$ cat config.mk
export PLATFORM = sky130hd
export DESIGN_NAME = greedy_line_wrapper
export DESIGN_NICKNAME = d
export VERILOG_FILES = /design/src/hw/rtl/glw_pkg.sv /design/src/hw/rtl/glw_front.sv /design/src/hw/rtl/glw_queue.sv /design/src/hw/rtl/glw_back.sv /design/src/hw/rtl/greedy_line_wrapper.sv
export SDC_FILE = /design/constraint.sdc
export NUM_CORES = 1
export LEC_CHECK = 0
export BUFFER_PORTS_ARGS = -buffer_cell sky130_fd_sc_hd__buf_2
export CORE_AREA = 2 2 264 266
export CTS_CLUSTER_DIAMETER = 40
export DETAILED_ROUTE_END_ITERATION = 7
export DIE_AREA = 0 0 266 268
export PLACE_DENSITY = 0.52
export SLEW_MARGIN = 5
export SYNTH_ARGS = -nofsm -noshare
export SYNTH_HDL_FRONTEND = slang
export SYNTH_SLANG_ARGS = --single-unit
$ cat constraint.sdc
create_clock -name clk -period 10.6 [get_ports clk]
set_input_delay 2.12 -clock clk [delete_from_list [all_inputs] [get_ports clk]]
set_output_delay 2.12 -clock clk [all_outputs]
set_load 0.02 [all_outputs]
$ cat src/hw/rtl/glw_pkg.sv
`timescale 1ns / 1ps
`default_nettype none
// ----------------------------------------------------------------------------
// glw_pkg
// Shared types and constants of the greedy line wrapper.
// ----------------------------------------------------------------------------
package glw_pkg;

	// character codes
	localparam logic [7:0] CH_LF    = 8'h0A;
	localparam logic [7:0] CH_CR    = 8'h0D;
	localparam logic [7:0] CH_TAB   = 8'h09;
	localparam logic [7:0] CH_SPACE = 8'h20;

	// field widths
	localparam int COL_BITS  = 9;
	localparam int REC_BITS  = 24;
	localparam int BYTE_BITS = 8;

	// parameter defaults
	localparam int DEF_MAX_COLUMNS = 256;
	localparam int DEF_OFFSET_BITS = 24;
	localparam int DEF_TAB_STOP    = 8;

	// command queue depth between front and back
	localparam int QUEUE_DEPTH = 2;

	// register map (index taken from paddr[2])
	localparam logic REG_COLUMNS = 1'b0;
	localparam logic [COL_BITS-1:0] COLUMNS_RESET = 9'd80;

	// classified command handed from front to back
	typedef enum logic [2:0] {
		K_CHAR    = 3'd0,
		K_SPACE   = 3'd1,
		K_TAB     = 3'd2,
		K_TERM    = 3'd3,
		K_SWALLOW = 3'd4,
		K_END     = 3'd5
	} kind_t;

	// terminator just seen by the front
	typedef enum logic [1:0] {
		PT_NONE = 2'd0,
		PT_CR   = 2'd1,
		PT_LF   = 2'd2
	} pend_t;

	// queue status
	typedef struct packed {
		logic full;
		logic empty;
	} q_stat_t;

endpackage
`default_nettype wire

$ cat src/hw/rtl/glw_front.sv
`timescale 1ns / 1ps
`default_nettype none
// ----------------------------------------------------------------------------
// glw_front
// Accepts input words, pairs CR/LF terminators and classifies each byte.
// ----------------------------------------------------------------------------
module glw_front
	import glw_pkg::*;
(
	input  wire logic                 clk,
	input  wire logic                 arst_n,
	input  wire logic                 s_tvalid,
	output logic                      s_tready,
	input  wire logic [BYTE_BITS-1:0] s_tdata,   // [7:0] text_byte
	input  wire logic [0:0]           s_tuser,   // [0] func
	input  wire q_stat_t              q_stat,
	output logic                      push,
	output kind_t                     kind
);

	pend_t pend_q, pend_d;

	assign s_tready = !q_stat.full;
	assign push     = s_tvalid && s_tready;

	// classify the byte
	always_comb begin
		pend_d = PT_NONE;
		if (s_tuser[0]) begin
			kind = K_END;
		end else if ((pend_q == PT_CR && s_tdata == CH_LF) ||
			(pend_q == PT_LF && s_tdata == CH_CR)) begin
			kind = K_SWALLOW;
		end else if (s_tdata == CH_CR) begin
			kind   = K_TERM;
			pend_d = PT_CR;
		end else if (s_tdata == CH_LF) begin
			kind   = K_TERM;
			pend_d = PT_LF;
		end else if (s_tdata == CH_TAB) begin
			kind = K_TAB;
		end else if (s_tdata == CH_SPACE) begin
			kind = K_SPACE;
		end else begin
			kind = K_CHAR;
		end
	end

	// pending terminator
	always_ff @(posedge clk or negedge arst_n) begin
		if (!arst_n) begin
			pend_q <= PT_NONE;
		end else if (push) begin
			pend_q <= pend_d;
		end
	end

endmodule
`default_nettype wire

$ cat src/hw/rtl/glw_queue.sv
`timescale 1ns / 1ps
`default_nettype none
// ----------------------------------------------------------------------------
// glw_queue
// Short command queue that decouples the front from the back.
// ----------------------------------------------------------------------------
module glw_queue
	import glw_pkg::*;
(
	input  wire logic  clk,
	input  wire logic  arst_n,
	input  wire logic  push,
	input  wire kind_t push_kind,
	input  wire logic  pop,
	output kind_t      head_kind,
	output q_stat_t    stat
);

	localparam int QPW = (QUEUE_DEPTH > 1) ? $clog2(QUEUE_DEPTH) : 1;
	localparam int QCW = $clog2(QUEUE_DEPTH + 1);

	kind_t          ent_q [QUEUE_DEPTH];
	logic [QPW-1:0] wr_ptr_q, rd_ptr_q;
	logic [QCW-1:0] cnt_q;

	assign stat.full  = (cnt_q == QCW'(QUEUE_DEPTH));
	assign stat.empty = (cnt_q == '0);
	assign head_kind  = ent_q[rd_ptr_q];

	// storage
	always_ff @(posedge clk) begin
		if (push) begin
			ent_q[wr_ptr_q] <= push_kind;
		end
	end

	// pointers and count
	always_ff @(posedge clk or negedge arst_n) begin
		if (!arst_n) begin
			wr_ptr_q <= '0;
			rd_ptr_q <= '0;
			cnt_q    <= '0;
		end else begin
			if (push) begin
				wr_ptr_q <= (wr_ptr_q == QPW'(QUEUE_DEPTH - 1)) ? '0 : wr_ptr_q + 1'b1;
			end
			if (pop) begin
				rd_ptr_q <= (rd_ptr_q == QPW'(QUEUE_DEPTH - 1)) ? '0 : rd_ptr_q + 1'b1;
			end
			if (push && !pop) begin
				cnt_q <= cnt_q + 1'b1;
			end else if (pop && !push) begin
				cnt_q <= cnt_q - 1'b1;
			end
		end
	end

endmodule
`default_nettype wire

$ cat src/hw/rtl/glw_back.sv
`timescale 1ns / 1ps
`default_nettype none
// ----------------------------------------------------------------------------
// glw_back
// Column tracking, line breaking, tab-mark replay and the output register.
// ----------------------------------------------------------------------------
module glw_back
	import glw_pkg::*;
#(
	parameter int MAX_COLUMNS = DEF_MAX_COLUMNS,
	parameter int OFFSET_BITS = DEF_OFFSET_BITS,
	parameter int TAB_STOP    = DEF_TAB_STOP
) (
	input  wire logic                  clk,
	input  wire logic                  arst_n,
	input  wire logic [COL_BITS-1:0]   columns,
	input  wire kind_t                 q_kind,
	input  wire q_stat_t               q_stat,
	output logic                       q_pop,
	output logic                       m_tvalid,
	input  wire logic                  m_tready,
	output logic [2*REC_BITS-1:0]      m_tdata,   // [23:0] line_offset, [47:24] line_length
	output logic                       m_tlast    // final_line
);

	localparam int CW = $clog2(MAX_COLUMNS + TAB_STOP + 1);
	localparam int PW = $clog2(TAB_STOP);
	localparam int FW = $clog2(MAX_COLUMNS + 1);
	localparam int AW = $clog2(MAX_COLUMNS);
	localparam int XW = (CW > COL_BITS) ? CW : COL_BITS;
	localparam int OB = OFFSET_BITS;

	typedef enum logic [2:0] {
		ST_IDLE   = 3'b001,
		ST_REPLAY = 3'b010,
		ST_CHECK  = 3'b100
	} bstate_t;

	// column and its phase within the tab stop
	typedef struct packed {
		logic [CW-1:0] col;
		logic [PW-1:0] ph;
	} colst_t;

	function automatic colst_t adv(colst_t c, logic tab);
		colst_t r;
		if (tab) begin
			r.col = c.col + CW'(TAB_STOP) - CW'(c.ph);
			r.ph  = '0;
		end else begin
			r.col = c.col + 1'b1;
			r.ph  = (c.ph == PW'(TAB_STOP - 1)) ? '0 : c.ph + 1'b1;
		end
		return r;
	endfunction

	function automatic logic [REC_BITS-1:0] to_rec(logic [OB-1:0] v);
		logic [31:0] w;
		w = 32'(v);
		return w[REC_BITS-1:0];
	endfunction

	bstate_t       state_q, state_d;
	logic [OB-1:0] pos_q, pos_d, lb_q, lb_d, sp_q, sp_d;
	colst_t        cs_q, cs_d;
	logic          ss_q, ss_d;
	logic [FW-1:0] fill_q, fill_d, issue_q, issue_d;
	logic          cur_tab_q, cur_tab_d, cur_sp_q, cur_sp_d;
	logic          rd_vld_q, rd_vld_d, rd_en;
	logic          mark_rd_q;
	logic          mark_mem [MAX_COLUMNS];

	logic          out_vld_q, fin_q;
	logic [REC_BITS-1:0] start_q, len_q;

	logic [XW-1:0] col_raw, lim;
	logic          tab_sel, sp_sel, brk, out_free;
	colst_t        nxt, nz;
	logic          emit, e_fin;
	logic [OB-1:0] e_len;
	logic          fin_en, mem_we;
	colst_t        fin_cs;

	// clamp the column limit
	assign col_raw = XW'(columns);
	assign lim = (col_raw < XW'(2)) ? XW'(2) :
		(col_raw > XW'(MAX_COLUMNS)) ? XW'(MAX_COLUMNS) : col_raw;

	// break test for the byte in hand
	assign tab_sel  = (state_q == ST_CHECK) ? cur_tab_q : (q_kind == K_TAB);
	assign sp_sel   = (state_q == ST_CHECK) ? cur_sp_q : (q_kind == K_SPACE);
	assign nxt      = adv(cs_q, tab_sel);
	assign nz       = adv('0, tab_sel);
	assign brk      = (XW'(nxt.col) >= lim) && (cs_q.col != '0);
	assign out_free = !out_vld_q || m_tready;
	assign rd_en    = (state_q == ST_REPLAY) && (issue_q < fill_q);

	// next-state logic
	always_comb begin
		state_d   = state_q;
		pos_d     = pos_q;
		lb_d      = lb_q;
		sp_d      = sp_q;
		cs_d      = cs_q;
		ss_d      = ss_q;
		fill_d    = fill_q;
		issue_d   = issue_q;
		cur_tab_d = cur_tab_q;
		cur_sp_d  = cur_sp_q;
		rd_vld_d  = 1'b0;
		q_pop     = 1'b0;
		emit      = 1'b0;
		e_fin     = 1'b0;
		e_len     = pos_q - lb_q;
		fin_en    = 1'b0;
		fin_cs    = nxt;
		mem_we    = 1'b0;

		unique case (state_q)
			ST_IDLE: begin
				if (!q_stat.empty) begin
					unique case (q_kind) inside
						K_END: begin
							if (out_free) begin
								q_pop  = 1'b1;
								emit   = 1'b1;
								e_fin  = 1'b1;
								pos_d  = '0;
								lb_d   = '0;
								sp_d   = '0;
								cs_d   = '0;
								ss_d   = 1'b0;
								fill_d = '0;
							end
						end
						K_SWALLOW: begin
							q_pop = 1'b1;
							pos_d = pos_q + 1'b1;
							lb_d  = pos_q + 1'b1;
						end
						K_TERM: begin
							if (out_free) begin
								q_pop  = 1'b1;
								emit   = 1'b1;
								lb_d   = pos_q + 1'b1;
								pos_d  = pos_q + 1'b1;
								cs_d   = '0;
								ss_d   = 1'b0;
								fill_d = '0;
							end
						end
						K_TAB, K_SPACE, K_CHAR: begin
							if (!brk) begin
								q_pop  = 1'b1;
								fin_en = 1'b1;
							end else if (out_free) begin
								q_pop = 1'b1;
								emit  = 1'b1;
								if (ss_q) begin
									// soft break after the last space, then replay
									e_len     = sp_q + 1'b1 - lb_q;
									lb_d      = sp_q + 1'b1;
									ss_d      = 1'b0;
									cs_d      = '0;
									cur_tab_d = (q_kind == K_TAB);
									cur_sp_d  = (q_kind == K_SPACE);
									issue_d   = '0;
									state_d   = ST_REPLAY;
								end else begin
									// hard break before this byte
									lb_d   = pos_q;
									fill_d = '0;
									fin_en = 1'b1;
									fin_cs = nz;
								end
							end
						end
						default: ;
					endcase
				end
			end
			ST_REPLAY: begin
				if (rd_en) begin
					issue_d  = issue_q + 1'b1;
					rd_vld_d = 1'b1;
				end
				if (rd_vld_q) begin
					cs_d = adv(cs_q, mark_rd_q);
				end
				if (issue_q == fill_q && !rd_vld_q) begin
					fill_d  = '0;
					state_d = ST_CHECK;
				end
			end
			ST_CHECK: begin
				if (!brk) begin
					fin_en  = 1'b1;
					state_d = ST_IDLE;
				end else if (out_free) begin
					emit    = 1'b1;
					lb_d    = pos_q;
					fin_en  = 1'b1;
					fin_cs  = nz;
					state_d = ST_IDLE;
				end
			end
			default: state_d = ST_IDLE;
		endcase

		// take the byte onto the line
		if (fin_en) begin
			cs_d  = fin_cs;
			pos_d = pos_q + 1'b1;
			if (sp_sel) begin
				ss_d   = 1'b1;
				sp_d   = pos_q;
				fill_d = '0;
			end else if (ss_q && fill_q < FW'(MAX_COLUMNS)) begin
				mem_we = 1'b1;
				fill_d = fill_q + 1'b1;
			end
		end
	end

	// tab marks since the last space
	always_ff @(posedge clk) begin
		if (mem_we) begin
			mark_mem[fill_q[AW-1:0]] <= tab_sel;
		end
		if (rd_en) begin
			mark_rd_q <= mark_mem[issue_q[AW-1:0]];
		end
	end

	// control and line state
	always_ff @(posedge clk or negedge arst_n) begin
		if (!arst_n) begin
			state_q   <= ST_IDLE;
			pos_q     <= '0;
			lb_q      <= '0;
			sp_q      <= '0;
			cs_q      <= '0;
			ss_q      <= 1'b0;
			fill_q    <= '0;
			issue_q   <= '0;
			cur_tab_q <= 1'b0;
			cur_sp_q  <= 1'b0;
			rd_vld_q  <= 1'b0;
			out_vld_q <= 1'b0;
		end else begin
			state_q   <= state_d;
			pos_q     <= pos_d;
			lb_q      <= lb_d;
			sp_q      <= sp_d;
			cs_q      <= cs_d;
			ss_q      <= ss_d;
			fill_q    <= fill_d;
			issue_q   <= issue_d;
			cur_tab_q <= cur_tab_d;
			cur_sp_q  <= cur_sp_d;
			rd_vld_q  <= rd_vld_d;
			if (emit) begin
				out_vld_q <= 1'b1;
			end else if (m_tready) begin
				out_vld_q <= 1'b0;
			end
		end
	end

	// output record register
	always_ff @(posedge clk) begin
		if (emit) begin
			start_q <= to_rec(lb_q);
			len_q   <= to_rec(e_len);
			fin_q   <= e_fin;
		end
	end

	assign m_tvalid = out_vld_q;
	assign m_tdata  = {len_q, start_q};
	assign m_tlast  = fin_q;

endmodule
`default_nettype wire

$ cat src/hw/rtl/greedy_line_wrapper.sv
// Path: a word is accepted into the command queue; the line record it closes
// goes into the output register when the back part is idle and the output free.
// Throughput: one byte per cycle while the output is free and no replay runs;
// a soft break replays the marks after the space from the tab-mark memory.
// Reset: asynchronous, active low; clears all line state and the queue,
// columns returns to 80. The tab-mark memory needs no clearing pass.
`timescale 1ns / 1ps
`default_nettype none
// ----------------------------------------------------------------------------
// greedy_line_wrapper
// Greedy word wrap of a byte stream into (start, length) line records.
// ----------------------------------------------------------------------------
module greedy_line_wrapper
	import glw_pkg::*;
#(
	parameter int MAX_COLUMNS = DEF_MAX_COLUMNS,
	parameter int OFFSET_BITS = DEF_OFFSET_BITS,
	parameter int TAB_STOP    = DEF_TAB_STOP
) (
	input  wire logic                 clk,
	input  wire logic                 arst_n,
	// configuration
	input  wire logic                 psel,
	input  wire logic                 penable,
	input  wire logic                 pwrite,
	input  wire logic [2:0]           paddr,
	input  wire logic [31:0]          pwdata,
	output logic [31:0]               prdata,
	output logic                      pready,
	// text in
	input  wire logic                 s_tvalid,
	output logic                      s_tready,
	input  wire logic [BYTE_BITS-1:0] s_tdata,   // [7:0] text_byte
	input  wire logic [0:0]           s_tuser,   // [0] func
	// line records out
	output logic                      m_tvalid,
	input  wire logic                 m_tready,
	output logic [2*REC_BITS-1:0]     m_tdata,   // [23:0] line_offset, [47:24] line_length
	output logic                      m_tlast    // final_line
);

	logic [COL_BITS-1:0] columns_q;
	logic                push, pop;
	kind_t               push_kind, head_kind;
	q_stat_t             q_stat;

	// register file
	assign pready = 1'b1;
	assign prdata = (paddr[2] == REG_COLUMNS) ? 32'(columns_q) : '0;

	always_ff @(posedge clk or negedge arst_n) begin
		if (!arst_n) begin
			columns_q <= COLUMNS_RESET;
		end else if (psel && penable && pwrite && pready && paddr[2] == REG_COLUMNS) begin
			columns_q <= pwdata[COL_BITS-1:0];
		end
	end

	glw_front u_front (
		.clk      (clk),
		.arst_n   (arst_n),
		.s_tvalid (s_tvalid),
		.s_tready (s_tready),
		.s_tdata  (s_tdata),
		.s_tuser  (s_tuser),
		.q_stat   (q_stat),
		.push     (push),
		.kind     (push_kind)
	);

	glw_queue u_queue (
		.clk       (clk),
		.arst_n    (arst_n),
		.push      (push),
		.push_kind (push_kind),
		.pop       (pop),
		.head_kind (head_kind),
		.stat      (q_stat)
	);

	glw_back #(
		.MAX_COLUMNS (MAX_COLUMNS),
		.OFFSET_BITS (OFFSET_BITS),
		.TAB_STOP    (TAB_STOP)
	) u_back (
		.clk      (clk),
		.arst_n   (arst_n),
		.columns  (columns_q),
		.q_kind   (head_kind),
		.q_stat   (q_stat),
		.q_pop    (pop),
		.m_tvalid (m_tvalid),
		.m_tready (m_tready),
		.m_tdata  (m_tdata),
		.m_tlast  (m_tlast)
	);

endmodule
`default_nettype wire

[After elaboration in Yosys (flattened, before gate mapping)]
Memory sizes are Yosys's and may differ from the RTL's. A register that Yosys moved wholly into a read port is not among the register bits.
Cells that the tools add are included.
Storage, ports and cells
  register bits: 174
  memory bits (writable): 262
  input bits: 51
  memories: 2
Memories
  u_back.mark_mem: depth 256, bits a word 1, read ports 1, clocked after memory_dff 1, write ports 1, RTL line glw_back.sv:71  | logic mark_mem [MAX_COLUMNS];
  u_queue.ent_q: depth 2, bits a word 3, read ports 1, clocked after memory_dff 0, write ports 1, RTL line glw_queue.sv:22  | kind_t ent_q [QUEUE_DEPTH];
Operators by class
  add/sub/neg operators: 14
  order comparisons: 5
  equality and inequality tests: 42
  mux-type cells: 126
  bitwise operators: 4
  reduce and logical (&&, ||, !) cells: 38
Operator list (count)
  $mux 24: 23
  $mux 12: 16
  $mux 9: 18
  $pmux 24 s4: 1
  $pmux 12 s2: 3
  $pmux 24 s3: 1
  $pmux 9 s2: 3
  $add 24x1->24 const B: 2
  $pmux 24 s2: 1
  $sub 24x24->24: 2
  $mux 3: 14
  $mux 1: 33
  $add 9x1->9 const B: 3
  $eq 8x4->1 const B: 3
  $ne 4x2->1 const B: 4
  $reduce_and 7->1: 2
  $eq 3x3->1 const B: 4
  $logic_and 1x1->1: 12
  $mux 2: 6
  $ne 2x1->1 const B: 6
  $ne 3x2->1 const B: 4
  $reduce_bool 2->1: 5
  $add 9x4->9 const B: 1
  $eq 3x2->1 const B: 3
  38 further kinds: 59

[Depth between registers and ports, before layout]
An unclocked memory read counts as a cell.
  depth after elaboration: 13
  depth in mapped cells: 24
  mapped depth without buffers: 24

[By module]
A second synthesis with hierarchy kept.
Unflattened totals
  cells, all modules: 2127
  area total of the unflattened synthesis: 23679.0 um2
Modules (own cells, without submodules)
  glw_back: instances 1, cells each 2017, area each 22396.5 um2, sequential area each 11942.7 um2
  greedy_line_wrapper: instances 1, cells each 54, area each 619.3 um2, sequential area each 227.7 um2
  glw_queue: instances 1, cells each 25, area each 402.9 um2, sequential area each 280.3 um2
  glw_front: instances 1, cells each 31, area each 260.2 um2, sequential area each 50.0 um2

[Worst setup path after synthesis]
OpenSTA, ideal clock, no wires.
  path type: register to register
  start: reg u_queue.rd_ptr_q
  end: reg u_back.len_q[0], enable pin
  library setup time: 0.525 ns
  arrival time: 8.322 ns
  required time: 10.075 ns
  slack: 1.753 ns
  stages on the path, launching flop included: 16
  buffers on the path: 2
  period minus slack after synthesis: 8.847 ns
  path through: dfrtp_1 buf_2 mux2i_1 nand2_1 nor3_1 a21oi_1 inv_1 buf_2 o21ai_0 ha_1 nand2b_1 a2111oi_0 o31a_1 nor2_1 nand2_1 o21ai_0
Between the ends
  longest elaborated chain between the ends: 10
  elaborated cells on any way between the ends: 16
  classes of those cells: 1 x order compare; 4 x eq/ne; 6 x mux; 4 x reduce/logical; 1 x memory
Ends and longest elaborated chain
  from (decl): RTL line glw_queue.sv:23  | logic [QPW-1:0] wr_ptr_q, rd_ptr_q;
  from (signal assigned): RTL line glw_queue.sv:48  | rd_ptr_q <= (rd_ptr_q == QPW'(QUEUE_DEPTH - 1)) ? '0 : rd_ptr_q + 1'b1;
  $mem_v2 2x3 (*)
  $eq 3x2->1 (*): RTL line glw_back.sv:90  | assign tab_sel = (state_q == ST_CHECK) ? cur_tab_q : (q_kind == K_TAB);
  $mux 1 (*): RTL line glw_back.sv:90
  named net u_back.tab_sel: RTL line glw_back.sv:77  | logic tab_sel, sp_sel, brk, out_free;
  $mux 12 (*): RTL line glw_back.sv:47  | if (tab) begin
  $ge 9x9->1 (*): RTL line glw_back.sv:94  | assign brk = (XW'(nxt.col) >= lim) && (cs_q.col != '0);
  $logic_and 1x1->1 (*): RTL line glw_back.sv:94
  $mux 1 (*): RTL line glw_back.sv:153  | if (!brk) begin
  $pmux 1 s2: RTL line glw_back.sv:122  | unique case (q_kind) inside
  $mux 1: RTL line glw_back.sv:121  | if (!q_stat.empty) begin
  $pmux 1 s2 (*): RTL line glw_back.sv:119  | unique case (state_q)
  named net u_back.emit: RTL line glw_back.sv:79  | logic emit, e_fin;
  to (signal assigned): RTL line glw_back.sv:274  | len_q <= to_rec(e_len);
  to (decl): RTL line glw_back.sv:74  | logic [REC_BITS-1:0] start_q, len_q;
Mark *: on every way through the listed nets, which the timed path passes. The rest lies on a longest branch.
A chain may end at the register's enable or synchronous reset.

[Worst setup path in the final report]
  start: reg u_queue.rd_ptr_q
  end: mem u_back.mark_mem[236], enable pin
Between the ends
  longest elaborated chain between the ends: 13
  elaborated cells on any way between the ends: 19
  classes of those cells: 1 x order compare; 2 x eq/ne; 12 x mux; 3 x reduce/logical; 1 x memory
Ends and longest elaborated chain
  $mem_v2 2x3 (*)
  $eq 3x2->1: RTL line glw_back.sv:90
  $mux 1: RTL line glw_back.sv:90
  $mux 12: RTL line glw_back.sv:47
  $ge 9x9->1: RTL line glw_back.sv:94
  $logic_and 1x1->1: RTL line glw_back.sv:94
  $mux 1: RTL line glw_back.sv:153
  $mux 1: RTL line glw_back.sv:122
  $mux 1: RTL line glw_back.sv:121
  $pmux 1 s2: RTL line glw_back.sv:119
  $mux 1 (*): RTL line glw_back.sv:211  | if (fin_en) begin
  $mux 1 (*): RTL line glw_back.sv:227  | if (mem_we) begin
  $mux 1 (not written as such) (*): RTL line glw_back.sv:228  | mark_mem[fill_q[AW-1:0]] <= tab_sel;
  to (decl): RTL line glw_back.sv:71
Every way passes the cells marked *; elsewhere a longest branch is shown, timed or not.

==> reports/qor.yml <==
grt_pass1_vias: 16769
clkTransAtPathRegs_ps: 50
hpwl_um: 38500
sequentialPowerShare_pct: 33.4
comb_power_share_pct: 26.8
setup_viol: 0
hold_start: "u_back.lb_q[10]$_DFFE_PN0P_"
synth_seq_cells: 437
skew_ps: 31.3
dieArea_mm2: 0.0713
syn-cell-area_mm2: 0.0237
clk_path_buf_depth: 3
initial_core_util_pct: 34.7
avgSynthCellArea_um2: 11.1
grt_remaining_overflow: 0
cp-end-kind: "register"
core.rowCount: 96
grt_max_degree: 180
drt-wirelength-per-cell_um: 18.9
ir_worst_vdd_mv: 0.149
synthTopCellsByArea: "edfxtp_1, dfrtp_1, mux4_2"
cts_hold_buf: 0
cp_slowest_cell: "nand4_2"
relSlewSlack_pct: 17.9
vias_per_cell: 5.32
crit_path_start_kind: "register"
crit_path_cell_trace: "mux2i_1, nand2_1, nor3_1, a21oi_1, buf_4, inv_6, o21ai_0, ha_1, nand2b_1, a2111oi_0, o31a_1, o31a_1, nand2_1, nor3_4, nand4_2, nor2_1"
max_cap_viol_count: 0
period_minus_slack_ps: 6680
crit_type: "reg2reg"
grt_first_pass_wirelength_um: 93400
drtAntennaViolNets: 0
post_cts_buffers: 0
crit_start: "u_queue.rd_ptr_q$_DFFE_PN0P_"
clkLatencyLatePin_ps: 630
rr_startpoint: "u_queue.rd_ptr_q$_DFFE_PN0P_"
gp_congestion: 0.842
final-hold-violation-count: 0
drcViolationCount: 0
status: "finished clean"
area_growth_pct: 17.2
synth_top_cell_area_share_pct: 39.5
leakagePower_nw: 10.0
power_mw: 6.87
switching_power_mw: 2.30
firstDrtPassIters: 7
coreArea_mm2: 0.0682
ios: 135
cp_data_required_time_ps: 10890
antenna_cells: 0
yosysWarnings: 0
cts_inserted_buffers: 84
tightest_slew_ps: 1230
drive_gt1_share_pct: 16.6
synth_ff_type: "edfxtp_1"
ys_async_sr_fraction_pct: 28.6
crit_family: "simple AND/OR/NAND/NOR gates"
arrival_ps: 6970
p_sw_share_pct: 33.5
rsz0062_at_grt: "false"
layout.nets: 2357
hold_class: "reg2reg"
clock.fmax_mhz: 150
cts_sinks: 437
cellPowerDensity_mw_per_mm2: 247
portBuffers: 85
drv_slew: 0
antenna_found_initial: 0
die_w_um: 266
cts_resized: 0
chipHeight_um: 268
tns_ps: 0
cp_max_fo: 179
grt.total_usage_pct: 16.7
worst-path-buf-inv: 2
critPathMaxStageDelay_ps: 790
htree_num_levels: 3
synth.largest_area_cell: "edfxtp_1"
syn_inst: 2143
num_vias: 16836
drtIter0Drc: 1295
yosysUniqueCellTypes: 75
cts_tree: "yes"
cts_root_buf: "clkbuf_16"
synth-edff-count: 312
power.share.clock_pct: 39.8
ys_seq_area_share_pct: 52.7
final.period_utilization_pct: 63.0
intPower_mw: 4.57
wirelength_um: 60000
==> final timing paths <==
path | cells after the start | slack (ps) | endpoint
max | 16 | 3920 | u_back.mark_mem[236]$_DFFE_PP_
min | 0 | 450 | u_back.start_q[10]$_DFFE_PP_
max reg2reg | 16 | 3920 | u_back.mark_mem[236]$_DFFE_PP_
min reg2reg | 0 | 450 | u_back.start_q[10]$_DFFE_PP_
max in group asynchronous | 2 | 7970 | columns_q[4]$_DFFE_PN1P_
min in group asynchronous | 1 | 1590 | u_back.lb_q[21]$_DFFE_PN0P_
==> cell usage after synthesis, types with 6 or more instances <==
cell      count
xnor2_1      52
nor3_1       19
buf_2        16
nand2_1     186
o21a_1        9
mux2_2       22
edfxtp_1    312
o211ai_1      9
o22ai_1      12
mux4_2       85
o41ai_1       6
inv_1        69
o31ai_1      28
nand3b_1      6
or3_1        13
nand2b_1     20
nor2_1      382
nor2b_1      21
ha_1         91
and2_1        6
a31oi_1      14
a21o_1       20
a22oi_1      18
nor3b_1       6
mux2i_1      16
buf_4        26
nand4_1      21
a211oi_1      6
o21bai_1      7
a21oi_1      92
nor4_1        7
xor2_1       44
dfrtp_1     122
and3_1       22
nand3_1      46
clkbuf_1     94
o21ai_0     134
==> cell usage in the layout, fill, tap and decap left out, types with 28 or more instances in the layout <==
cell type and n:
ha_1 91, clkbuf_16 84, edfxtp_1 312, nor2_1 379
xnor2_1 52, mux4_2 85, inv_1 68, nand2_1 186
a21oi_1 91, xor2_1 44, dfrtp_1 120, o31ai_1 28
nand3_1 46, o21ai_0 133, buf_2 84
==> kinds of logic (layout without fill, tap and decap cells) <==
family / after synthesis / count (layout) / share of synthesized area (%)
adders and majority gates: 94 / 94 / 5.06
buffers and inverters: 214 / 333 / 3.95
AOI/OAI and AO/OA: 397 / 397 / 10.3
xor gates and xnor gates: 96 / 96 / 3.55
and+or+nand+nor: 780 / 780 / 14.6
muxes: 123 / 123 / 9.80
DFF: 437 / 437 / 52.7
other: 2 / 24 / 0.0317
==> sequential cells by signal (all words and copies together), names as in the netlist, 12 cells and up <==
name             count
u_back.lb_q         24
u_back.cs_q         12
u_back.len_q        24
u_back.mark_mem    256
u_back.sp_q         24
u_back.pos_q        24
u_back.start_q      24
==> power groups by stage <==
stage | Clock, mW | Combinational (mW) | Sequential [mW]
finish | 2.74 | 1.84 | 2.29
global route | 2.87 | 2.05 | 2.32
CTS | 2.79 | 1.85 | 2.30
detailed placement | 0 | 1.84 | 2.33
global placement | 0 | 1.79 | 2.32
floorplan | 0 | 1.24 | 2.40
==> per-stage QoR <==
step / utilization [%] / worst slack, ps / std cells / area (um^2) / hold WS [ps]
2_1_floorplan: - / 1750 / 2165 / 23800 / 423
3_5_place_dp: 36.4 / 3840 / 3008 / 24800 / 440
6_report: 40.7 / 3920 / 3166 / 27800 / 449
4_1_cts: 40.7 / 3820 / 3166 / 27800 / 449
5_1_grt: 40.7 / 3220 / 3166 / 27800 / 473
3_3_place_gp: 36.4 / 4040 / 3008 / 24800 / 446
==> layout make-up <==
| cell class | instances | area, um^2 |
|---|---|---|
| clock buffer | 93 | 2160 |
| clock inverter | 65 | 778 |
| fill | 6570 | 40400 |
| inverter | 70 | 268 |
| multi-input combinational | 1514 | 10400 |
| sequential | 437 | 12500 |
| tap | 882 | 1100 |
| timing repair buffer | 105 | 582 |
==> layer usage <==
metal | routed length, um | GRT usage (%)
met1 | 26500 | 21.9
met2 | 28900 | 27.9
met3 | 3140 | 2.75
met4 | 1420 | 6.48
met5 | 0 | 0
Note: power is estimated with default switching activity, not from simulation.
